$ cat src/rtl/i8dq_pkg.sv
// i8dq_pkg: constants for the int8 group dequantiser with binary16 scale.
// No dependencies.
`timescale 1ns / 1ps
package i8dq_pkg;
    localparam logic [31:0] QNAN_BITS     = 32'h7FC0_0000;
    localparam logic [31:0] F32_EXP_MASK  = 32'h7F80_0000;
    localparam logic [31:0] F32_QUIET_BIT = 32'h0040_0000;
    localparam logic [7:0]  EXP_OFFSET    = 8'd102;
    localparam int          PROD_W        = 19;
    localparam int          LZ_W          = 5;
endpackage

$ cat src/rtl/i8dq_mul.sv
// i8dq_mul: binary16 scale decode and exact multiply by a signed 8-bit code.
// Depends on i8dq_pkg.
`timescale 1ns / 1ps
module i8dq_mul
    import i8dq_pkg::*;
(
    input  logic [7:0]  code,
    input  logic [15:0] scale_half,
    output logic [31:0] value_bits
);
    logic              h_sign;
    logic [4:0]        h_exp;
    logic [9:0]        h_man;
    logic [4:0]        e_eff;
    logic [10:0]       sig;
    logic              q_neg;
    logic [7:0]        q_mag;
    logic [PROD_W-1:0] prod;
    logic [LZ_W-1:0]   lead;
    logic [41:0]       shifted;
    logic              r_sign;
    logic [7:0]        r_exp;

    always_comb
    begin
        h_sign  = scale_half[15];
        h_exp   = scale_half[14:10];
        h_man   = scale_half[9:0];
        e_eff   = (h_exp == 5'd0) ? 5'd1 : h_exp;
        sig     = {(h_exp != 5'd0), h_man};
        q_neg   = code[7];
        q_mag   = q_neg ? (8'd0 - code) : code;
        prod    = PROD_W'(q_mag) * PROD_W'(sig);
        lead    = '0;
        for (int i = 0; i < PROD_W; i++)
        begin
            if (prod[i])
                lead = LZ_W'(i);
        end
        shifted = {23'd0, prod} << (LZ_W'(23) - lead);
        r_sign  = h_sign ^ q_neg;
        r_exp   = {3'd0, e_eff} + EXP_OFFSET + {3'd0, lead};

        if (h_exp == 5'h1F)
        begin
            if (h_man != 10'd0)
                value_bits = {h_sign, F32_EXP_MASK[30:0]} | {9'd0, h_man, 13'd0}
                             | F32_QUIET_BIT;
            else if (code == 8'd0)
                value_bits = QNAN_BITS;
            else
                value_bits = {r_sign, F32_EXP_MASK[30:0]};
        end
        else if (prod == '0)
            value_bits = {r_sign, 31'd0};
        else
            value_bits = {r_sign, r_exp, shifted[22:0]};
    end
endmodule

$ cat src/rtl/i8dq_minmax.sv
// i8dq_minmax: next running row minimum and maximum in binary32 ordering.
// Depends on i8dq_pkg.
`timescale 1ns / 1ps
module i8dq_minmax
    import i8dq_pkg::*;
(
    input  logic [31:0] value_bits,
    input  logic        first_of_row,
    input  logic [31:0] cur_min,
    input  logic [31:0] cur_max,
    output logic [31:0] next_min,
    output logic [31:0] next_max
);
    function automatic logic f32_lt(input logic [31:0] a, input logic [31:0] b);
        logic a_nan;
        logic b_nan;
        logic [31:0] ka;
        logic [31:0] kb;
        a_nan = ((a & F32_EXP_MASK) == F32_EXP_MASK) && (a[22:0] != 23'd0);
        b_nan = ((b & F32_EXP_MASK) == F32_EXP_MASK) && (b[22:0] != 23'd0);
        ka = a[31] ? ~a : {1'b1, a[30:0]};
        kb = b[31] ? ~b : {1'b1, b[30:0]};
        if (a_nan || b_nan)
            return 1'b0;
        if ((a[30:0] == 31'd0) && (b[30:0] == 31'd0))
            return 1'b0;
        return ka < kb;
    endfunction

    always_comb
    begin
        if (first_of_row)
        begin
            next_min = value_bits;
            next_max = value_bits;
        end
        else
        begin
            next_min = f32_lt(value_bits, cur_min) ? value_bits : cur_min;
            next_max = f32_lt(cur_max, value_bits) ? value_bits : cur_max;
        end
    end
endmodule

$ cat src/rtl/int8_group_dequant_f16_scale.sv
// int8_group_dequant_f16_scale: int8 code times binary16 scale, binary32 out,
// with running row min and max. Depends on i8dq_pkg, i8dq_mul, i8dq_minmax.
// Input register, then result register; one request per cycle unless
// out_stall holds a full result register. Min/max feedback is combinational.
// Reset clears valid flags only; min/max are undefined until a row starts.
`timescale 1ns / 1ps
module int8_group_dequant_f16_scale
    import i8dq_pkg::*;
(
    input  logic        clk,
    input  logic        rst_n,
    input  logic        in_valid,
    output logic        in_stall,
    input  logic [7:0]  code,
    input  logic [15:0] scale_half,
    input  logic        first_of_row,
    output logic        out_valid,
    input  logic        out_stall,
    output logic [31:0] value_bits,
    output logic [31:0] row_min_bits,
    output logic [31:0] row_max_bits
);
    logic        s1_valid_reg;
    logic [7:0]  code_reg;
    logic [15:0] scale_reg;
    logic        first_reg;
    logic        out_valid_reg;
    logic [31:0] value_reg;
    logic [31:0] min_reg;
    logic [31:0] max_reg;
    logic [31:0] value_next;
    logic [31:0] min_next;
    logic [31:0] max_next;
    logic        out_free;
    logic        advance;

    assign out_free  = !out_valid_reg || !out_stall;
    assign advance   = s1_valid_reg && out_free;
    assign in_stall  = s1_valid_reg && !out_free;

    i8dq_mul u_mul
    (
        .code       (code_reg),
        .scale_half (scale_reg),
        .value_bits (value_next)
    );

    i8dq_minmax u_minmax
    (
        .value_bits   (value_next),
        .first_of_row (first_reg),
        .cur_min      (min_reg),
        .cur_max      (max_reg),
        .next_min     (min_next),
        .next_max     (max_next)
    );

    always_ff @(posedge clk or negedge rst_n)
    begin
        if (!rst_n)
        begin
            s1_valid_reg  <= 1'b0;
            out_valid_reg <= 1'b0;
        end
        else
        begin
            if (!in_stall)
                s1_valid_reg <= in_valid;
            if (out_free)
                out_valid_reg <= s1_valid_reg;
        end
    end

    always_ff @(posedge clk)
    begin
        if (in_valid && !in_stall)
        begin
            code_reg  <= code;
            scale_reg <= scale_half;
            first_reg <= first_of_row;
        end
        if (advance)
        begin
            value_reg <= value_next;
            min_reg   <= min_next;
            max_reg   <= max_next;
        end
    end

    assign out_valid    = out_valid_reg;
    assign value_bits   = value_reg;
    assign row_min_bits = min_reg;
    assign row_max_bits = max_reg;
endmodule

$ cat config.mk
export PLATFORM = sky130hd
export DESIGN_NAME = int8_group_dequant_f16_scale
export DESIGN_NICKNAME = d
export VERILOG_FILES = /design/src/rtl/i8dq_pkg.sv /design/src/rtl/i8dq_mul.sv /design/src/rtl/i8dq_minmax.sv /design/src/rtl/int8_group_dequant_f16_scale.sv
export SDC_FILE = /design/constraint.sdc
export NUM_CORES = 1
export LEC_CHECK = 0
export ABC_AREA = 1
export BUFFER_PORTS_ARGS = -buffer_cell sky130_fd_sc_hd__buf_4
export CAP_MARGIN = 10
export CORE_ASPECT_RATIO = 2
export CORE_MARGIN = 5
export CORE_UTILIZATION = 55
export CTS_CLUSTER_DIAMETER = 150
export DETAILED_ROUTE_END_ITERATION = 10
export GPL_ROUTABILITY_DRIVEN = 0
export PLACE_DENSITY = 0.73
export REMOVE_ABC_BUFFERS = 1
export SETUP_SLACK_MARGIN = 0.02
export SYNTH_ARGS = -nofsm -noshare
export SYNTH_HDL_FRONTEND = slang
export SYNTH_SLANG_ARGS = --single-unit
$ cat constraint.sdc
create_clock -name clk -period 14.1 [get_ports clk]
set_input_delay 1.41 -clock clk [delete_from_list [all_inputs] [get_ports clk]]
set_output_delay 1.41 -clock clk [all_outputs]
set_load 0.03 [all_outputs]
# Word level (Yosys, flattened, before mapping)
# Cells that the tools add are included.
[word_totals] output_inout_bits=98 in_bits=29 ff_bits=123 word_cells=106
[classes] muxes=51 n_addsub=4 multipliers=1 eq_ne=4 n_reduce_logical=30 bitwise=5 order_cmp=2 n_shift=1
[ops] op="$mux W32" count=10
[ops] op="$not A32 Y32" count=3
[ops] op="$logic_not A31 Y1" count=3
[ops] op="$mux W5" count=18
[ops] op="$reduce_bool A23 Y1" count=3
[ops] op="$lt A32 B32 Y1" count=2
[ops] op="$or A32 B23 Y32" count=1
[ops] op="$mux W31" count=1
[ops] op="$eq A8 B8 Y1 const B" count=3
[ops] op="$shl A19 B5 Y23" count=1
[ops] op="$mux W1" count=21
[ops] op="$logic_not A19 Y1" count=1
[ops] op="$mul A8 B11 Y19" count=1
[ops] op="$reduce_bool A10 Y1" count=1
[ops] op="$add A5 B7 Y8 const B" count=1
[ops] op="$add A8 B5 Y8" count=1
[ops] op="$logic_and A1 B1 Y1" count=8
[ops] op="$logic_not A8 Y1" count=1
[ops] op="$mux W8" count=1
[ops] op="$sub A1 B8 Y8 const A" count=1
[ops] op="$eq A5 B5 Y1 const B" count=1
[ops] op="$logic_not A5 Y1" count=1
[ops] op="$reduce_bool A5 Y1" count=1
[ops] op="$sub A5 B5 Y5 const A" count=1
[ops] op="other kinds (5)" count=12

# Depth between registers and ports, before layout
[logic_depth] ltp_word=37 ltp_mapped=58 mapped_depth_nobuf=56

# Modules after synthesis
# A second synthesis with hierarchy kept.
[hier_totals] hier_cells=1623 area_unflattened_um2=12609.6
[modules_own_cells] mod="i8dq_mul" area_per_inst_um2=4859.7 n_inst=1 seq_area_each_um2=0.0 cells_each=783
[modules_own_cells] mod="i8dq_minmax" area_per_inst_um2=4021.4 n_inst=1 seq_area_each_um2=0.0 cells_each=707
[modules_own_cells] mod="int8_group_dequant_f16_scale" area_per_inst_um2=3728.6 n_inst=1 seq_area_each_um2=3683.5 cells_each=133

# Worst setup path before layout
# No wires, ideal clock.
[synth_path] path_type="register to register" startpoint="register code_reg[0]" endpoint="register max_reg[0] (netlist: row_max_bits[0]) (enable)" stages_incl_launch_ff=50 t_required_ns=13.668 t_arrival_ns=10.136 synth_period_minus_slack_ns=10.567 setup_time_ns=0.432 path_slack_ns=3.533 path_buffers=2 cell_sequence="edfxtp_1 > clkbuf_1 > inv_1 > ha_1 > inv_1 > nor2_1 > nand4_1 > nand2_1 > or2_2 > nand2_1 > inv_1 > nor2_1 > fa_1 > fa_1 > fa_1 > inv_1 > fa_1 > inv_1 > [14 not listed] > ha_1 > ha_1 > a21oi_1 > inv_1 > a31oi_1 > xor2_1 > o21ai_0 > xor2_1 > ha_1 > nand2_1 > nor2_1 > a211oi_1 > nor2_1 > a2111oi_0 > o211ai_1 > nor2_1 > nand3_1 > a21oi_1"
[synth_via] elab_chain_len=35 elab_cells_between_ends=50 classes_between="3 x add/sub; 1 x mul; 1 x order compare; 1 x eq/ne; 1 x shift; 33 x mux; 1 x bitwise; 9 x reduce/logical"
[synth_lines] item="from (decl)" line_no="int8_group_dequant_f16_scale.sv:24" text="logic [7:0] code_reg;"
[synth_lines] item="from (signal assigned)" line_no="int8_group_dequant_f16_scale.sv:78" text="code_reg <= code;"
[synth_lines] item="$sub A1 B8 Y8" line_no="i8dq_mul.sv:32" text="q_mag = q_neg ? (8'd0 - code) : code;"
[synth_lines] item="$mux W8" line_no="i8dq_mul.sv:32"
[synth_lines] item="$mul A8 B11 Y19" line_no="i8dq_mul.sv:33" text="prod = PROD_W'(q_mag) * PROD_W'(sig);"
[synth_lines] item="$mux W1" line_no="i8dq_mul.sv:37" text="if (prod[i])"
[synth_lines] item="$mux W5 (17 in a row)" line_no="i8dq_mul.sv:37"
[synth_lines] item="$sub A5 B5 Y5" line_no="i8dq_mul.sv:40" text="shifted = {23'd0, prod} << (LZ_W'(23) - lead);"
[synth_lines] item="$shl A19 B5 Y23" line_no="i8dq_mul.sv:40"
[synth_lines] item="$mux W31" line_no="i8dq_mul.sv:54" text="else if (prod == '0)"
[synth_lines] item="$mux W32 (*)" line_no="i8dq_mul.sv:44" text="if (h_exp == 5'h1F)"
[synth_lines] item="parallel branches: the longest is 6 deep, another holds $lt A32 B32 Y1"
[synth_lines] item="$mux W1 (*)" line_no="i8dq_minmax.sv:25" text="if ((a[30:0] == 31'd0) && (b[30:0] == 31'd0))"
[synth_lines] item="$mux W1 (*)" line_no="i8dq_minmax.sv:32" text="if (first_of_row)"
[synth_lines] item="$reduce_bool A2 Y1 (no source line) (*)"
[synth_lines] item="$reduce_and A2 Y1 (no source line) (*)"
[synth_lines] item="to (signal assigned)" line_no="int8_group_dequant_f16_scale.sv:86" text="max_reg <= max_next;"
[synth_lines] item="to (decl)" line_no="int8_group_dequant_f16_scale.sv:30" text="logic [31:0] max_reg;"
# Every way passes the cells marked *. The select of a mux whose other input is x is not followed.
# A chain may end at the register's enable or synchronous reset.

# Final worst setup path
[layout_path] startpoint="register code_reg[0]" endpoint="register max_reg[14] (netlist: row_max_bits[14]) (enable)"
# The elaborated chain is that of the path after synthesis.

==> metrics.csv <==
metric;value;unit
outcome;finished, final reports clean;
via count;9711;
number of global-route vias before repair;10030;
worst hold path class;reg -> reg;
first-pass GRT wire length;51.01;mm
Worst R2R Setup Slack;2.64;ns
reg2reg end;row_max_bits[14]$_DFFE_PP_;
Detail Route Antenna Nets;0;
TritonCTS Buffers;17;
initial antenna violation count;0;
#FFs+latches synth;123;
Yosys cell types;54;
hold path cells;2;
Non-Filler Instances;1706;
min-delay src;s1_valid_reg$_DFFE_PN0N_;
most used cell along the critical path;inv_1;
Top Ports;127;
WP data arrival;11.50;ns
Gate Count Post-Synth;1293;
Worst-Margin Slew;1.185;ns
RSZ-0062 raised after global routing;no;
DRC viols;0;
Detailed Place HPWL;26.50;mm
fmax;87.26;MHz
Final Max Tran Viols;0;
CTS Root Cell;clkbuf_16;
Rel. slew slack;20.85;%
largest net degree at the start of global routing;35;
YS warnings;0;
global route overflow;0;
Core ar.;0.02028;mm2
Final Critical Period;11.46;ns
FP Rows;74;
CTS max path bufs;2;
Clock transition at path regs;0.06;ns
Die Span X;111.0;um
class of the most critical setup path;reg -> reg;
# H-tree levels;4;
crit end category;flip-flop;
Mapped Area;0.01123;mm2
period utilization;81.28;%
Setup-failing EPs final;0;
clk_lat worst skew;0.44;ns
Sink Count;123;
Routed WL;32.89;mm
Worst Hold Path EP;out_valid$_DFFE_PN0N_;
crit-path max cell delay;0.94;ns
reg2reg start;code_reg[0]$_DFFE_PP_;
EDFF count, synth;121;
async set-reset flop share out of synthesis;1.626;%
R2R cell count;50;
final core occ;64.72;%
Seq/Total Area, Yosys;32.81;%
Hold Vio Cnt, Final;0;
ratio of cells with drive above 1 in the final layout;15.76;%
nets@finish;1621;
die area;0.02355;mm2
Worst path slowest cell;a21oi_4;
Worst Path Max Fanout;32;
DR WL/cell;19.28;um
Post-CTS Setup Repair Bufs;0;
number of port buffers;126;
Syn Area/Cell;8.684;um2
CP Launch Type;flip-flop;
vias per cell;5.692;
Die H;212.1;um
CTS tree;done;
main flop type after synthesis;edfxtp_1;
Initial Util;55.37;%
WP data required;14.14;ns
TritonRoute pass-1 iters;5;
Area Overhead vs Synth;16.88;%
Post-CTS Hold Fix Bufs;0;
Clock Skew;0.01948;ns
Gates resized, CTS repair;0;
Max Cap Viol;0;
global-route usage over all layers;28.03;%
setup tns final;0;ns
Initial DRC Count;602;
Cells after DPL;1674;
# diodes;0;
cell usage after synthesis, drive strengths merged (13+ instances only):
| master | n | area, um2 |
|---|---|---|
| ha | 109 | 1364 |
| nand2 | 237 | 957.2 |
| nand4 | 19 | 118.9 |
| nor4 | 18 | 127.6 |
| fa | 56 | 1121 |
| o21ai | 20 | 103.9 |
| buf | 21 | 121.4 |
| nor2 | 106 | 421.7 |
| xor2 | 63 | 566.8 |
| nand3 | 133 | 680.7 |
| inv | 227 | 852.1 |
| a21oi | 58 | 335.3 |
| xnor2 | 35 | 332.8 |
| nor3 | 13 | 76.33 |
| edfxtp | 121 | 3633 |
worst max-delay path by stage:
stage                          start                         end  slack, ns  cells past startpoint
2_1_floorplan  code_reg[0]$_DFFE_PP_   row_max_bits[0]$_DFFE_PP_       3.29                     48
3_3_place_gp   code_reg[0]$_DFFE_PP_  row_max_bits[11]$_DFFE_PP_       3.15                     48
3_5_place_dp   code_reg[0]$_DFFE_PP_   row_max_bits[7]$_DFFE_PP_       2.88                     50
4_1_cts        code_reg[0]$_DFFE_PP_  row_max_bits[14]$_DFFE_PP_       2.86                     50
5_1_grt        code_reg[0]$_DFFE_PP_  row_max_bits[14]$_DFFE_PP_       1.84                     50
6_report       code_reg[0]$_DFFE_PP_  row_max_bits[14]$_DFFE_PP_       2.64                     50
cell usage in the layout (no fill, tap or decap), types with 5 or more instances in the layout:
cell and count:
o21ai_0 14, nand2_4 5, inv_1 214, ha_1 109
inv_2 13, nand2_1 220, clkinv_1 7, nor2_1 101
xor2_1 61, a211oi_1 6, edfxtp_1 121, conb_1 15
clkbuf_16 17, a21oi_2 9, o21ai_1 5, nand4_1 19
a21oi_1 46, nor3_1 12, fa_1 56, nor4_1 17
nand2_2 12, nand3_1 130, bufinv_16 5, xnor2_1 33
buf_4 131
final cells by class:
class	instances	area (um2)
Clock buffer	18	429.2
Tap cell	266	332.8
Timing Repair Buffer	131	983.4
Fill cell	1703	7153
Inverter	234	878.3
Sequential cell	123	3684
Clock inverter	14	217.7
Multi-Input combinational cell	920	6599
metrics by stage:
stage	hold WS, ns	setup slack [ns]	instance area, um2
3_5_place_dp	0.4856	2.879	12480
6_report	0.5110	2.640	13120
2_1_floorplan	0.4340	3.285	11130
3_3_place_gp	0.4834	3.147	12480
5_1_grt	0.5443	1.842	13120
4_1_cts	0.5130	2.863	13120
kinds of logic after synthesis:
family                   synth area share, %
AND/OR/NAND/NOR                        21.82
buffers and inverters                  9.204
adder cells (fa/ha/maj)                22.13
flip-flops                             32.81
AO/OA/AOI/OAI                          5.995
XOR/XNOR                               8.012
other                                0.03340
critical path: cells and delay by family, from the launching register on:
family,cells,cell delay (ns)
xor+xnor,3,0.78
buf+inv,11,1.04
fa+ha+maj,9,3.51
compound gates,11,3.35
flops,1,0.57
simple gates,16,1.79
routing by layer:
layer | GRT usage [%] | wire, um | part of all wire [%] | up-vias
li1 | - | - | - | 4489
met1 | 24.40 | 9933 | 30 | 4593
met2 | 54.34 | 18180 | 55 | 448
met3 | 4.472 | 1636 | 5.0 | 181
met4 | 23.94 | 3141 | 9.5 | 0
met5 | 0 | 0 | 0 | -
Power is not shown: default switching activity piles up to over one toggle a cycle in this logic, so the estimate is an artifact.
